File: config.mk
export PLATFORM = sky130hd
export DESIGN_NAME = reno_congestion_window
export DESIGN_NICKNAME = d
export VERILOG_FILES = /design/src/rtl/rcw_pkg.sv /design/src/rtl/rcw_recip.sv /design/src/rtl/rcw_datapath.sv /design/src/rtl/rcw_ctrl.sv /design/src/rtl/reno_congestion_window.sv
export VERILOG_INCLUDE_DIRS = /design/src /design/src/rtl
export SDC_FILE = /design/constraint.sdc
export NUM_CORES = 1
export LEC_CHECK = 0
export BUFFER_PORTS_ARGS = -buffer_cell sky130_fd_sc_hd__buf_2
export CORE_ASPECT_RATIO = 0.5
export CORE_MARGIN = 3
export CORE_UTILIZATION = 33
export CTS_CLUSTER_DIAMETER = 40
export CTS_CLUSTER_SIZE = 24
export DETAILED_ROUTE_END_ITERATION = 10
export GPL_ROUTABILITY_DRIVEN = 0
export GPL_TIMING_DRIVEN = 0
export PLACE_DENSITY = 0.54
export SETUP_SLACK_MARGIN = 0.15
export SYNTH_ARGS = -nofsm -noshare
export SYNTH_HDL_FRONTEND = slang
export SYNTH_SLANG_ARGS = --single-unit
File: constraint.sdc
create_clock -name clk_i -period 20 [get_ports clk_i]
set_input_delay 5 -clock clk_i [delete_from_list [all_inputs] [get_ports clk_i]]
set_output_delay 5 -clock clk_i [all_outputs]
set_load 0.05 [all_outputs]
File: src/rtl/reno_congestion_window_macros.svh
// assertion helpers used by the top-level rtl
`ifndef RENO_CONGESTION_WINDOW_MACROS_SVH
`define RENO_CONGESTION_WINDOW_MACROS_SVH

// same-cycle implication
`define RCW_ASSERT_NOW(label, clk, rstn, ante, cons) \
  label: assert property (@(posedge clk) disable iff (!rstn) (ante) |-> (cons)) \
    else $error("rcw assertion failed");

// next-cycle implication
`define RCW_ASSERT_NEXT(label, clk, rstn, ante, cons) \
  label: assert property (@(posedge clk) disable iff (!rstn) (ante) |=> (cons)) \
    else $error("rcw assertion failed");

`endif

File: src/rtl/rcw_pkg.sv
package rcw_pkg;

  localparam int WIN_W       = 32;
  localparam int THR_W       = 16;
  localparam int DUP_W       = 8;
  localparam int ACK_W       = 32;
  localparam int OUT_SEQ_W   = 32;
  localparam int TOTAL_W     = 32;
  localparam int IN_TDATA_W  = 32;
  localparam int OUT_TDATA_W = 144;
  localparam int OUT_PAD_W   = 7;
  localparam int CFG_IDX_W   = 1;
  localparam int CFG_DATA_W  = 32;

  localparam logic [WIN_W-1:0] WIN_MAX     = 32'hFFFF_FFFF;
  localparam logic [THR_W-1:0] THR_MAX     = 16'hFFFF;
  localparam logic [THR_W-1:0] THR_RESET   = 16'd256;
  localparam logic [DUP_W-1:0] DUP_MAX     = 8'd255;
  localparam logic [DUP_W-1:0] DUP_RECOVER = 8'd3;

  localparam logic [CFG_IDX_W-1:0] CFG_INIT_SSTHRESH = 1'b0;
  localparam logic [CFG_IDX_W-1:0] CFG_TOTAL_PACKETS = 1'b1;

  typedef struct packed {
    logic capture;
    logic eval;
    logic set_thr;
    logic grow_one;
    logic grow_max;
    logic div_start;
    logic add_quot;
    logic load_out;
  } rcw_cmd_t;

  typedef struct packed {
    logic is_round;
    logic dup_hit;
    logic dup_third;
    logic below_thr;
    logic win_zero;
    logic div_busy;
    logic div_done;
  } rcw_status_t;

endpackage

File: src/rtl/rcw_recip.sv
module rcw_recip #(
  parameter int FRAC_BITS = 16
) (
  input  logic                                clk_i,
  input  logic                                rst_ni,
  input  logic                                start_i,
  input  logic [rcw_pkg::WIN_W-1:0]           divisor_i,
  output logic                                busy_o,
  output logic                                done_o,
  output logic [2*FRAC_BITS:0]                quot_o
);
  import rcw_pkg::*;

  localparam int QW = 2 * FRAC_BITS + 1;
  localparam int CW = $clog2(QW + 1);

  logic [WIN_W-1:0] rem_q, rem_d;
  logic [QW-1:0]    quot_q, quot_d;
  logic [CW-1:0]    cnt_q, cnt_d;
  logic             busy_q, busy_d;
  logic             done_q, done_d;
  logic             first_q, first_d;

  logic [WIN_W:0]   shifted;
  logic [WIN_W:0]   diff;
  logic             ge;

  // dividend is a single one at bit 2*frac, shifted in first
  assign shifted = {rem_q, first_q};
  assign diff    = shifted - {1'b0, divisor_i};
  assign ge      = shifted >= {1'b0, divisor_i};

  always_comb begin
    rem_d   = rem_q;
    quot_d  = quot_q;
    cnt_d   = cnt_q;
    busy_d  = busy_q;
    done_d  = 1'b0;
    first_d = first_q;
    if (start_i) begin
      rem_d   = '0;
      quot_d  = '0;
      cnt_d   = CW'(QW);
      busy_d  = 1'b1;
      first_d = 1'b1;
    end else if (busy_q) begin
      rem_d   = ge ? diff[WIN_W-1:0] : shifted[WIN_W-1:0];
      quot_d  = {quot_q[QW-2:0], ge};
      cnt_d   = cnt_q - CW'(1);
      first_d = 1'b0;
      if (cnt_q == CW'(1)) begin
        busy_d = 1'b0;
        done_d = 1'b1;
      end
    end
  end

  always_ff @(posedge clk_i or negedge rst_ni) begin
    if (!rst_ni) begin
      busy_q  <= 1'b0;
      done_q  <= 1'b0;
      cnt_q   <= '0;
      first_q <= 1'b0;
    end else begin
      busy_q  <= busy_d;
      done_q  <= done_d;
      cnt_q   <= cnt_d;
      first_q <= first_d;
    end
  end

  always_ff @(posedge clk_i) begin
    rem_q  <= rem_d;
    quot_q <= quot_d;
  end

  assign busy_o = busy_q;
  assign done_o = done_q;
  assign quot_o = quot_q;

endmodule

File: src/rtl/rcw_datapath.sv
module rcw_datapath #(
  parameter int FRAC_BITS = 16,
  parameter int SEQ_BITS  = 32
) (
  input  logic                               clk_i,
  input  logic                               rst_ni,
  input  logic                               cfg_we_i,
  input  logic [rcw_pkg::CFG_IDX_W-1:0]      cfg_idx_i,
  input  logic [rcw_pkg::CFG_DATA_W-1:0]     cfg_data_i,
  input  logic                               kind_i,
  input  logic [rcw_pkg::ACK_W-1:0]          ack_seq_i,
  input  rcw_pkg::rcw_cmd_t                  cmd_i,
  output rcw_pkg::rcw_status_t               status_o,
  output logic [rcw_pkg::OUT_TDATA_W-1:0]    out_data_o
);
  import rcw_pkg::*;

  localparam int QW  = 2 * FRAC_BITS + 1;
  localparam int SW  = ((QW > WIN_W) ? QW : WIN_W) + 1;
  localparam int TW  = THR_W + FRAC_BITS;
  localparam int XW  = (TW > WIN_W) ? TW : WIN_W;
  localparam int IW  = WIN_W - FRAC_BITS;
  localparam int IWX = (IW > THR_W) ? IW : THR_W;
  localparam int DW  = (SEQ_BITS > TOTAL_W) ? SEQ_BITS : TOTAL_W;
  localparam logic [WIN_W-1:0] ONE_FX   = WIN_W'(1) << FRAC_BITS;
  localparam logic [WIN_W-1:0] THREE_FX = WIN_W'(3) << FRAC_BITS;

  logic [WIN_W-1:0]    win_q, win_d;
  logic [THR_W-1:0]    thr_q, thr_d;
  logic [DUP_W-1:0]    cnt_q, cnt_d;
  logic [ACK_W-1:0]    prev_ack_q, prev_ack_d;
  logic                prev_valid_q, prev_valid_d;
  logic [SEQ_BITS-1:0] sp_q, sp_d;
  logic [SEQ_BITS-1:0] rl_q, rl_d;
  logic [TOTAL_W-1:0]  total_q, total_d;
  logic                kind_q;
  logic [ACK_W-1:0]    ack_q;
  logic [OUT_TDATA_W-1:0] out_q;

  logic [QW-1:0]    quot;
  logic             div_busy;
  logic             div_done;

  logic [IW-1:0]    win_int;
  logic [IWX-1:0]   win_int_x;
  logic [IWX-1:0]   half_x;
  logic [THR_W-1:0] packets;
  logic [THR_W-1:0] half_sat;
  logic [XW-1:0]    thr_x;
  logic [WIN_W-1:0] thr_sat;
  logic [WIN_W:0]   sum_one;
  logic [WIN_W:0]   sum_recover;
  logic [SW-1:0]    sum_quot;
  logic [WIN_W-1:0] win_one;
  logic [WIN_W-1:0] win_recover;
  logic [WIN_W-1:0] win_quot;
  logic [DUP_W-1:0] cnt_inc;
  logic             dup_hit;
  logic             done_flag;

  rcw_recip #(
    .FRAC_BITS(FRAC_BITS)
  ) u_recip (
    .clk_i    (clk_i),
    .rst_ni   (rst_ni),
    .start_i  (cmd_i.div_start),
    .divisor_i(win_q),
    .busy_o   (div_busy),
    .done_o   (div_done),
    .quot_o   (quot)
  );

  assign win_int   = win_q[WIN_W-1:FRAC_BITS];
  assign win_int_x = IWX'(win_int);
  assign half_x    = win_int_x >> 1;
  assign packets   = (win_int_x > IWX'(THR_MAX)) ? THR_MAX : win_int_x[THR_W-1:0];
  assign half_sat  = (half_x > IWX'(THR_MAX)) ? THR_MAX : half_x[THR_W-1:0];

  assign thr_x   = XW'(thr_q) << FRAC_BITS;
  assign thr_sat = (thr_x > XW'(WIN_MAX)) ? WIN_MAX : thr_x[WIN_W-1:0];

  assign sum_one     = {1'b0, win_q} + {1'b0, ONE_FX};
  assign sum_recover = {1'b0, win_q >> 1} + {1'b0, THREE_FX};
  assign sum_quot    = SW'(win_q) + SW'(quot);
  assign win_one     = sum_one[WIN_W] ? WIN_MAX : sum_one[WIN_W-1:0];
  assign win_recover = sum_recover[WIN_W] ? WIN_MAX : sum_recover[WIN_W-1:0];
  assign win_quot    = (sum_quot > SW'(WIN_MAX)) ? WIN_MAX : sum_quot[WIN_W-1:0];

  assign cnt_inc   = (cnt_q == DUP_MAX) ? cnt_q : cnt_q + DUP_W'(1);
  assign dup_hit   = prev_valid_q && (prev_ack_q == ack_q);
  assign done_flag = DW'(sp_q) >= DW'(total_q);

  assign status_o.is_round  = kind_q;
  assign status_o.dup_hit   = dup_hit;
  assign status_o.dup_third = dup_hit && (cnt_inc == DUP_RECOVER);
  assign status_o.below_thr = XW'(win_q) < thr_x;
  assign status_o.win_zero  = win_q == '0;
  assign status_o.div_busy  = div_busy;
  assign status_o.div_done  = div_done;

  always_comb begin
    win_d        = win_q;
    thr_d        = thr_q;
    cnt_d        = cnt_q;
    prev_ack_d   = prev_ack_q;
    prev_valid_d = prev_valid_q;
    sp_d         = sp_q;
    rl_d         = rl_q;
    total_d      = total_q;

    if (cfg_we_i) begin
      unique case (cfg_idx_i)
        CFG_INIT_SSTHRESH: thr_d   = cfg_data_i[THR_W-1:0];
        CFG_TOTAL_PACKETS: total_d = cfg_data_i[TOTAL_W-1:0];
        default: ;
      endcase
    end

    if (cmd_i.eval) begin
      if (kind_q) begin
        prev_valid_d = 1'b0;
        rl_d         = sp_q + SEQ_BITS'(win_int);
      end else begin
        sp_d         = SEQ_BITS'($signed(ack_q)) + SEQ_BITS'(1);
        prev_ack_d   = ack_q;
        prev_valid_d = 1'b1;
        if (dup_hit) begin
          cnt_d = cnt_inc;
          if (cnt_inc == DUP_RECOVER) begin
            win_d = win_recover;
          end else if (cnt_inc > DUP_RECOVER) begin
            win_d = win_one;
          end
        end else if (cnt_q != '0) begin
          // leave recovery at the threshold
          cnt_d = '0;
          win_d = thr_sat;
        end
      end
    end

    if (cmd_i.set_thr) thr_d = half_sat;
    if (cmd_i.grow_one) win_d = win_one;
    if (cmd_i.grow_max) win_d = WIN_MAX;
    if (cmd_i.add_quot) win_d = win_quot;
  end

  always_ff @(posedge clk_i or negedge rst_ni) begin
    if (!rst_ni) begin
      win_q        <= ONE_FX;
      thr_q        <= THR_RESET;
      cnt_q        <= '0;
      prev_valid_q <= 1'b0;
      sp_q         <= '0;
      rl_q         <= SEQ_BITS'(1);
      total_q      <= '0;
    end else begin
      win_q        <= win_d;
      thr_q        <= thr_d;
      cnt_q        <= cnt_d;
      prev_valid_q <= prev_valid_d;
      sp_q         <= sp_d;
      rl_q         <= rl_d;
      total_q      <= total_d;
    end
  end

  always_ff @(posedge clk_i) begin
    prev_ack_q <= prev_ack_d;
    if (cmd_i.capture) begin
      kind_q <= kind_i;
      ack_q  <= ack_seq_i;
    end
    if (cmd_i.load_out) begin
      out_q <= {{OUT_PAD_W{1'b0}}, done_flag, cnt_q, OUT_SEQ_W'(rl_q), OUT_SEQ_W'(sp_q),
                thr_q, packets, win_q};
    end
  end

  assign out_data_o = out_q;

endmodule

File: src/rtl/rcw_ctrl.sv
module rcw_ctrl (
  input  logic                  clk_i,
  input  logic                  rst_ni,
  input  logic                  in_valid_i,
  output logic                  in_ready_o,
  output logic                  out_valid_o,
  input  logic                  out_ready_i,
  input  rcw_pkg::rcw_status_t  status_i,
  output rcw_pkg::rcw_cmd_t     cmd_o
);
  import rcw_pkg::*;

  typedef enum logic [2:0] {
    ST_IDLE,
    ST_EVAL,
    ST_THRESH,
    ST_GROW,
    ST_DIVIDE,
    ST_FINISH
  } state_e;

  state_e state_q, state_d;
  logic   out_valid_q, out_valid_d;

  always_comb begin
    cmd_o       = '0;
    state_d     = state_q;
    out_valid_d = out_valid_q && !out_ready_i;
    unique case (state_q)
      ST_IDLE: begin
        if (in_valid_i) begin
          cmd_o.capture = 1'b1;
          state_d       = ST_EVAL;
        end
      end
      ST_EVAL: begin
        cmd_o.eval = 1'b1;
        priority if (status_i.is_round) begin
          state_d = ST_FINISH;
        end else if (status_i.dup_hit) begin
          state_d = status_i.dup_third ? ST_THRESH : ST_FINISH;
        end else begin
          state_d = ST_GROW;
        end
      end
      ST_THRESH: begin
        cmd_o.set_thr = 1'b1;
        state_d       = ST_FINISH;
      end
      ST_GROW: begin
        priority if (status_i.below_thr) begin
          cmd_o.grow_one = 1'b1;
          state_d        = ST_FINISH;
        end else if (status_i.win_zero) begin
          cmd_o.grow_max = 1'b1;
          state_d        = ST_FINISH;
        end else begin
          cmd_o.div_start = 1'b1;
          state_d         = ST_DIVIDE;
        end
      end
      ST_DIVIDE: begin
        if (status_i.div_done) begin
          cmd_o.add_quot = 1'b1;
          state_d        = ST_FINISH;
        end
      end
      ST_FINISH: begin
        if (!out_valid_q || out_ready_i) begin
          cmd_o.load_out = 1'b1;
          out_valid_d    = 1'b1;
          state_d        = ST_IDLE;
        end
      end
      default: state_d = ST_IDLE;
    endcase
  end

  always_ff @(posedge clk_i or negedge rst_ni) begin
    if (!rst_ni) begin
      state_q     <= ST_IDLE;
      out_valid_q <= 1'b0;
    end else begin
      state_q     <= state_d;
      out_valid_q <= out_valid_d;
    end
  end

  assign in_ready_o  = state_q == ST_IDLE;
  assign out_valid_o = out_valid_q;

endmodule

File: src/rtl/reno_congestion_window.sv
// Reno-style congestion window controller. Each input transaction is one event
// (tuser 0: acknowledgement with its sequence in tdata, tuser 1: receive timeout
// that ends the round) and produces exactly one result transaction with the
// window, threshold, send pointer, round limit, duplicate count and done flag.
// Events are handled one at a time; the result sits in an output register, so
// the next event is taken while it waits. After capture, a round end goes
// through evaluate to finish, a duplicate acknowledgement through evaluate and,
// on the third duplicate, the threshold step, a new acknowledgement below the
// threshold or with a zero window through evaluate and grow, and any other new
// acknowledgement also through the one-bit-per-cycle reciprocal divider for 1/cwnd.
// Configuration writes must be made only while no event is in flight; the block
// itself does not enforce it. Writing initial_ssthresh loads the threshold at once.
`include "reno_congestion_window_macros.svh"

module reno_congestion_window #(
  parameter int FRAC_BITS = 16,
  parameter int SEQ_BITS  = 32
) (
  input  logic                               clk_i,
  input  logic                               rst_ni,
  input  logic                               cfg_we_i,
  input  logic [rcw_pkg::CFG_IDX_W-1:0]      cfg_idx_i,
  input  logic [rcw_pkg::CFG_DATA_W-1:0]     cfg_data_i,
  input  logic                               s_axis_tvalid,
  output logic                               s_axis_tready,
  // ack_seq[31:0]
  input  logic [rcw_pkg::IN_TDATA_W-1:0]     s_axis_tdata,
  // kind[0]
  input  logic                               s_axis_tuser,
  output logic                               m_axis_tvalid,
  input  logic                               m_axis_tready,
  // cwnd_fixed[31:0], cwnd_packets[47:32], slow_start_threshold[63:48],
  // next_sequence[95:64], window_limit[127:96], duplicate_count[135:128],
  // transfer_done[136], zero pad[143:137]
  output logic [rcw_pkg::OUT_TDATA_W-1:0]    m_axis_tdata
);
  import rcw_pkg::*;

  rcw_cmd_t    cmd;
  rcw_status_t status;

  rcw_ctrl u_ctrl (
    .clk_i      (clk_i),
    .rst_ni     (rst_ni),
    .in_valid_i (s_axis_tvalid),
    .in_ready_o (s_axis_tready),
    .out_valid_o(m_axis_tvalid),
    .out_ready_i(m_axis_tready),
    .status_i   (status),
    .cmd_o      (cmd)
  );

  rcw_datapath #(
    .FRAC_BITS(FRAC_BITS),
    .SEQ_BITS (SEQ_BITS)
  ) u_datapath (
    .clk_i     (clk_i),
    .rst_ni    (rst_ni),
    .cfg_we_i  (cfg_we_i),
    .cfg_idx_i (cfg_idx_i),
    .cfg_data_i(cfg_data_i),
    .kind_i    (s_axis_tuser),
    .ack_seq_i (s_axis_tdata),
    .cmd_i     (cmd),
    .status_o  (status),
    .out_data_o(m_axis_tdata)
  );

  `RCW_ASSERT_NEXT(a_accept_blocks, clk_i, rst_ni, s_axis_tvalid && s_axis_tready, !s_axis_tready)
  `RCW_ASSERT_NOW(a_idle_div_quiet, clk_i, rst_ni, s_axis_tready, !status.div_busy)
  `RCW_ASSERT_NOW(a_load_free, clk_i, rst_ni, cmd.load_out, !m_axis_tvalid || m_axis_tready)

endmodule

==> impl_results.md <==
* Wire per inst at around 19 µm
* Post-DRT Antenna Nets at 0
* Worst-case reg-to-reg path depth at 11
* Largest net degree at the start of global routing at 111
* DR DRC count at 0
* WP data required at 15.00 ns
* Post-route cell area at around 27,000 µm²
* Vias in the first global route at roughly 17,000
* Top_reg_cell synth: edfxtp_1
* Register-to-register setup slack at ~16 ns
* Leak at 10.7 nW
* Worst Setup EP: s_axis_tready
* GR Overflow Total at 0
* Worst setup EP type: primary output
* Final cell count without fillers at 3,423
* Fmax at 0.146 GHz
* Startpoint class of the critical path: flip-flop
* Final Hold Vio Count at 0
* Area Growth Syn to Fin at 17.4%
* Buffers on Ports at ~210
* CTS root buf: clkbuf_16
* Final setup violation count at 0
* TritonRoute pass-1 iters at 8
* Die area at approximately 72,000 µm²
* Unique masters post-synth at 88
* Worst slack, placed at 13.14 ns
* Initial antenna violation count at 0
* Outcome: complete, no violations
* DP Area at ~25,000 µm²
* Relative slew slack at 0.287
* Die width at 377 µm
* Yosys top cell by area: edfxtp_1
* Setup WS post-layout at 13.14 ns
* Clock buffers created by TritonCTS at 46
* Total clock sinks at 417
* Critical path fanouts, max at 10
* FF-to-FF Start: u_datapath.win_q[17]$_DFFE_PN0P_
* Post-synth EDFFs at roughly 190
* Synth area leaders: edfxtp_1, dfrtp_1, ha_1, dfxtp_1, xnor2_1
* Total Wirelength at approximately 66,000 µm
* Max-Cap Viols at 0
* Syn Inst Count at 2,220
* Slowest stage delay, CP at 0.40 ns
* Buffer depth of the longest clock path at 3
* Power Density at 70.1 nW/µm²
* Seq cells post-synth at 417
* Clk_skew at 0.0324 ns
* Hold buffers post-CTS at 0
* FFs w/ async S/R, synth at 0.398
* Total GRT Usage at 0.179
* Crit Reg-Reg Endpoint: u_datapath.win_q[13]$_DFFE_PN0P_
* Die height at 191 µm
* Core Area at a little under 70,000 µm²
* RSZ-0062 raised after global routing: false
* Hold crit path type: flip-flop to flip-flop
* I/O pin cnt at ~220
* Number of setup buffers added after CTS at 0
* Crit Path Category: flip-flop to primary output
* Total number of yosys warnings at 0
* CP max-delay cell: dfrtp_1
* Cell Area, Synth at between 20,000 and 25,000 µm²
* Crit path from: u_ctrl.state_q[0]$_DFFE_PN0P_
* Layout cell share with drive strength beyond 1 at 0.163
* Cell Rows at 67
* Post-layout min period at 6.86 ns
* Synth top area share at 0.246
* Number of vias in the routed layout at between 15,000 and 20,000
* Clk slew on worst S/H paths at ~0.070 ns
* Crit path arrival time at 1.86 ns
* CTS tree: done
* Final Cycle Share at 0.343
* Register area share after synthesis at 0.487
* Nets at 2,700
* First-pass GRT wire length at around 100,000 µm
* Max-slew violation count at 0
* Peak VDD IR at between 0.04 and 0.05 mV
* Total Neg Setup Slack at 0 ns
* Worst Tran Pin Value at about 1.1 ns
* Vias per cell at 5.15
* CP cell instances: clkbuf_1, nor3_1, buf_2
* Ant. Diodes at 0
* Dpl hpwl at 49,900 µm
* Placed Cells at 3,339
* Initial Util at 0.336
* DR iter-0 viols at 1,292
* Clock Latency Late Sink at about 0.59 ns
* Post-CTS sizing at 0
* Max H-tree Level at 2
* Synthesized area per cell at 10.2 µm²
-- layout by cell type, fill, tap and decap left out, types with 8 or more instances in the layout --
master / count
a211oi_1: 36
a21o_1: 44
a21oi_1: 166
a221oi_1: 13
a31oi_1: 14
and2_1: 10
and3_1: 27
and4_1: 8
buf_2: 219
buf_4: 26
clkbuf_1: 71
clkbuf_16: 46
dfrtp_1: 163
dfxtp_1: 65
edfxtp_1: 186
ha_1: 136
inv_1: 120
inv_8: 10
mux2_2: 37
mux2i_1: 41
nand2_1: 158
nand2b_1: 21
nand3_1: 63
nand3b_1: 8
nand4_1: 32
nor2_1: 184
nor2b_1: 21
nor3_1: 30
nor4_1: 21
o21a_1: 14
o21ai_0: 147
o21ai_1: 9
o21bai_1: 13
o22ai_1: 20
xnor2_1: 110
xor2_1: 52
-- metal layers --
metal,global-route usage,share of wire,vias to the layer above
li1,-,-,8587
met1,0.240,0.46,8571
met2,0.300,0.47,367
met3,0.0273,0.044,104
met4,0.0527,0.027,0
met5,0,0,-
-- sequential cells by signal (all words and copies together) (netlist names), 32 cells and up --
signal,count
u_datapath.u_recip.rem_q,32
u_datapath.sp_q,32
u_datapath.rl_q,32
u_datapath.out_data_o,121
u_datapath.ack_q,32
u_datapath.total_q,32
u_datapath.win_q,32
u_datapath.u_recip.quot_o,33
u_datapath.prev_ack_q,32
-- layout make-up --
cell class	count	area [µm²]
Buffer	112	573
Clock buffer	52	1170
Clock inverter	32	393
Fill cell	6721	40900
Inverter	122	458
Multi-Input combinational cell	1575	10600
Sequential cell	417	11000
Tap cell	897	1120
Timing Repair Buffer	216	1220
-- report_power, final --
part | switching (mW) | total (mW) | internal, mW
logic | 0.0390 | 0.0687 | 0.0297
clock network | 0.408 | 0.884 | 0.476
registers | 0.0110 | 0.914 | 0.903
-- metrics by stage --
step                power (mW)  hold slack, ns   util
floorplan                0.969           0.419      -
global placement         0.999           0.430  0.369
detailed placement        1.00           0.433  0.371
CTS                       1.90           0.450  0.395
global route              1.94           0.459  0.395
finish                    1.87           0.447  0.395
-- critical path, delay by kind of cell (launching register included) --
family | cells | cell delay, ns
buffers and inverters | 2 | 0.56
AND/OR/NAND/NOR | 1 | 0.33
flip-flops | 1 | 0.40
-- synth_stat cells, types with 27 or more instances --
| cell type | instances |
|---|---|
| dfxtp_1 | 65 |
| mux2i_1 | 41 |
| inv_1 | 120 |
| ha_1 | 136 |
| xnor2_1 | 110 |
| and3_1 | 27 |
| dfrtp_1 | 163 |
| clkbuf_1 | 66 |
| nor2_1 | 184 |
| a211oi_1 | 36 |
| a21oi_1 | 166 |
| nand3_1 | 63 |
| mux2_2 | 37 |
| nor3_1 | 30 |
| nand2_1 | 158 |
| o21ai_0 | 147 |
| xor2_1 | 52 |
| a21o_1 | 44 |
| edfxtp_1 | 186 |
| nand4_1 | 32 |
-- how the worst min path moves through the flow --
stage	startpoint	to	slack [ns]	cells past startpoint
floorplan	u_datapath.rl_q[4]$_DFFE_PN0P_	u_datapath.out_data_o[100]$_DFFE_PP_	0.42	0
global placement	u_datapath.ack_q[13]$_DFFE_PP_	u_datapath.prev_ack_q[13]$_DFFE_PP_	0.43	0
detailed placement	u_datapath.ack_q[13]$_DFFE_PP_	u_datapath.prev_ack_q[13]$_DFFE_PP_	0.43	0
CTS	u_datapath.ack_q[13]$_DFFE_PP_	u_datapath.prev_ack_q[13]$_DFFE_PP_	0.45	0
global route	u_datapath.rl_q[14]$_DFFE_PN0P_	u_datapath.out_data_o[110]$_DFFE_PP_	0.46	0
finish	u_datapath.ack_q[13]$_DFFE_PP_	u_datapath.prev_ack_q[13]$_DFFE_PP_	0.45	0
-- kinds of logic after synthesis --
family                     share of synthesized area
xor gates and xnor gates                      0.0625
AOI/OAI and AO/OA                              0.158
adders and majority gates                     0.0776
and+or+nand+nor                                0.133
other                                       0.000165
muxes                                         0.0364
buffers and inverters                         0.0454
DFF                                            0.487
Power figures use the tool's default switching activity.
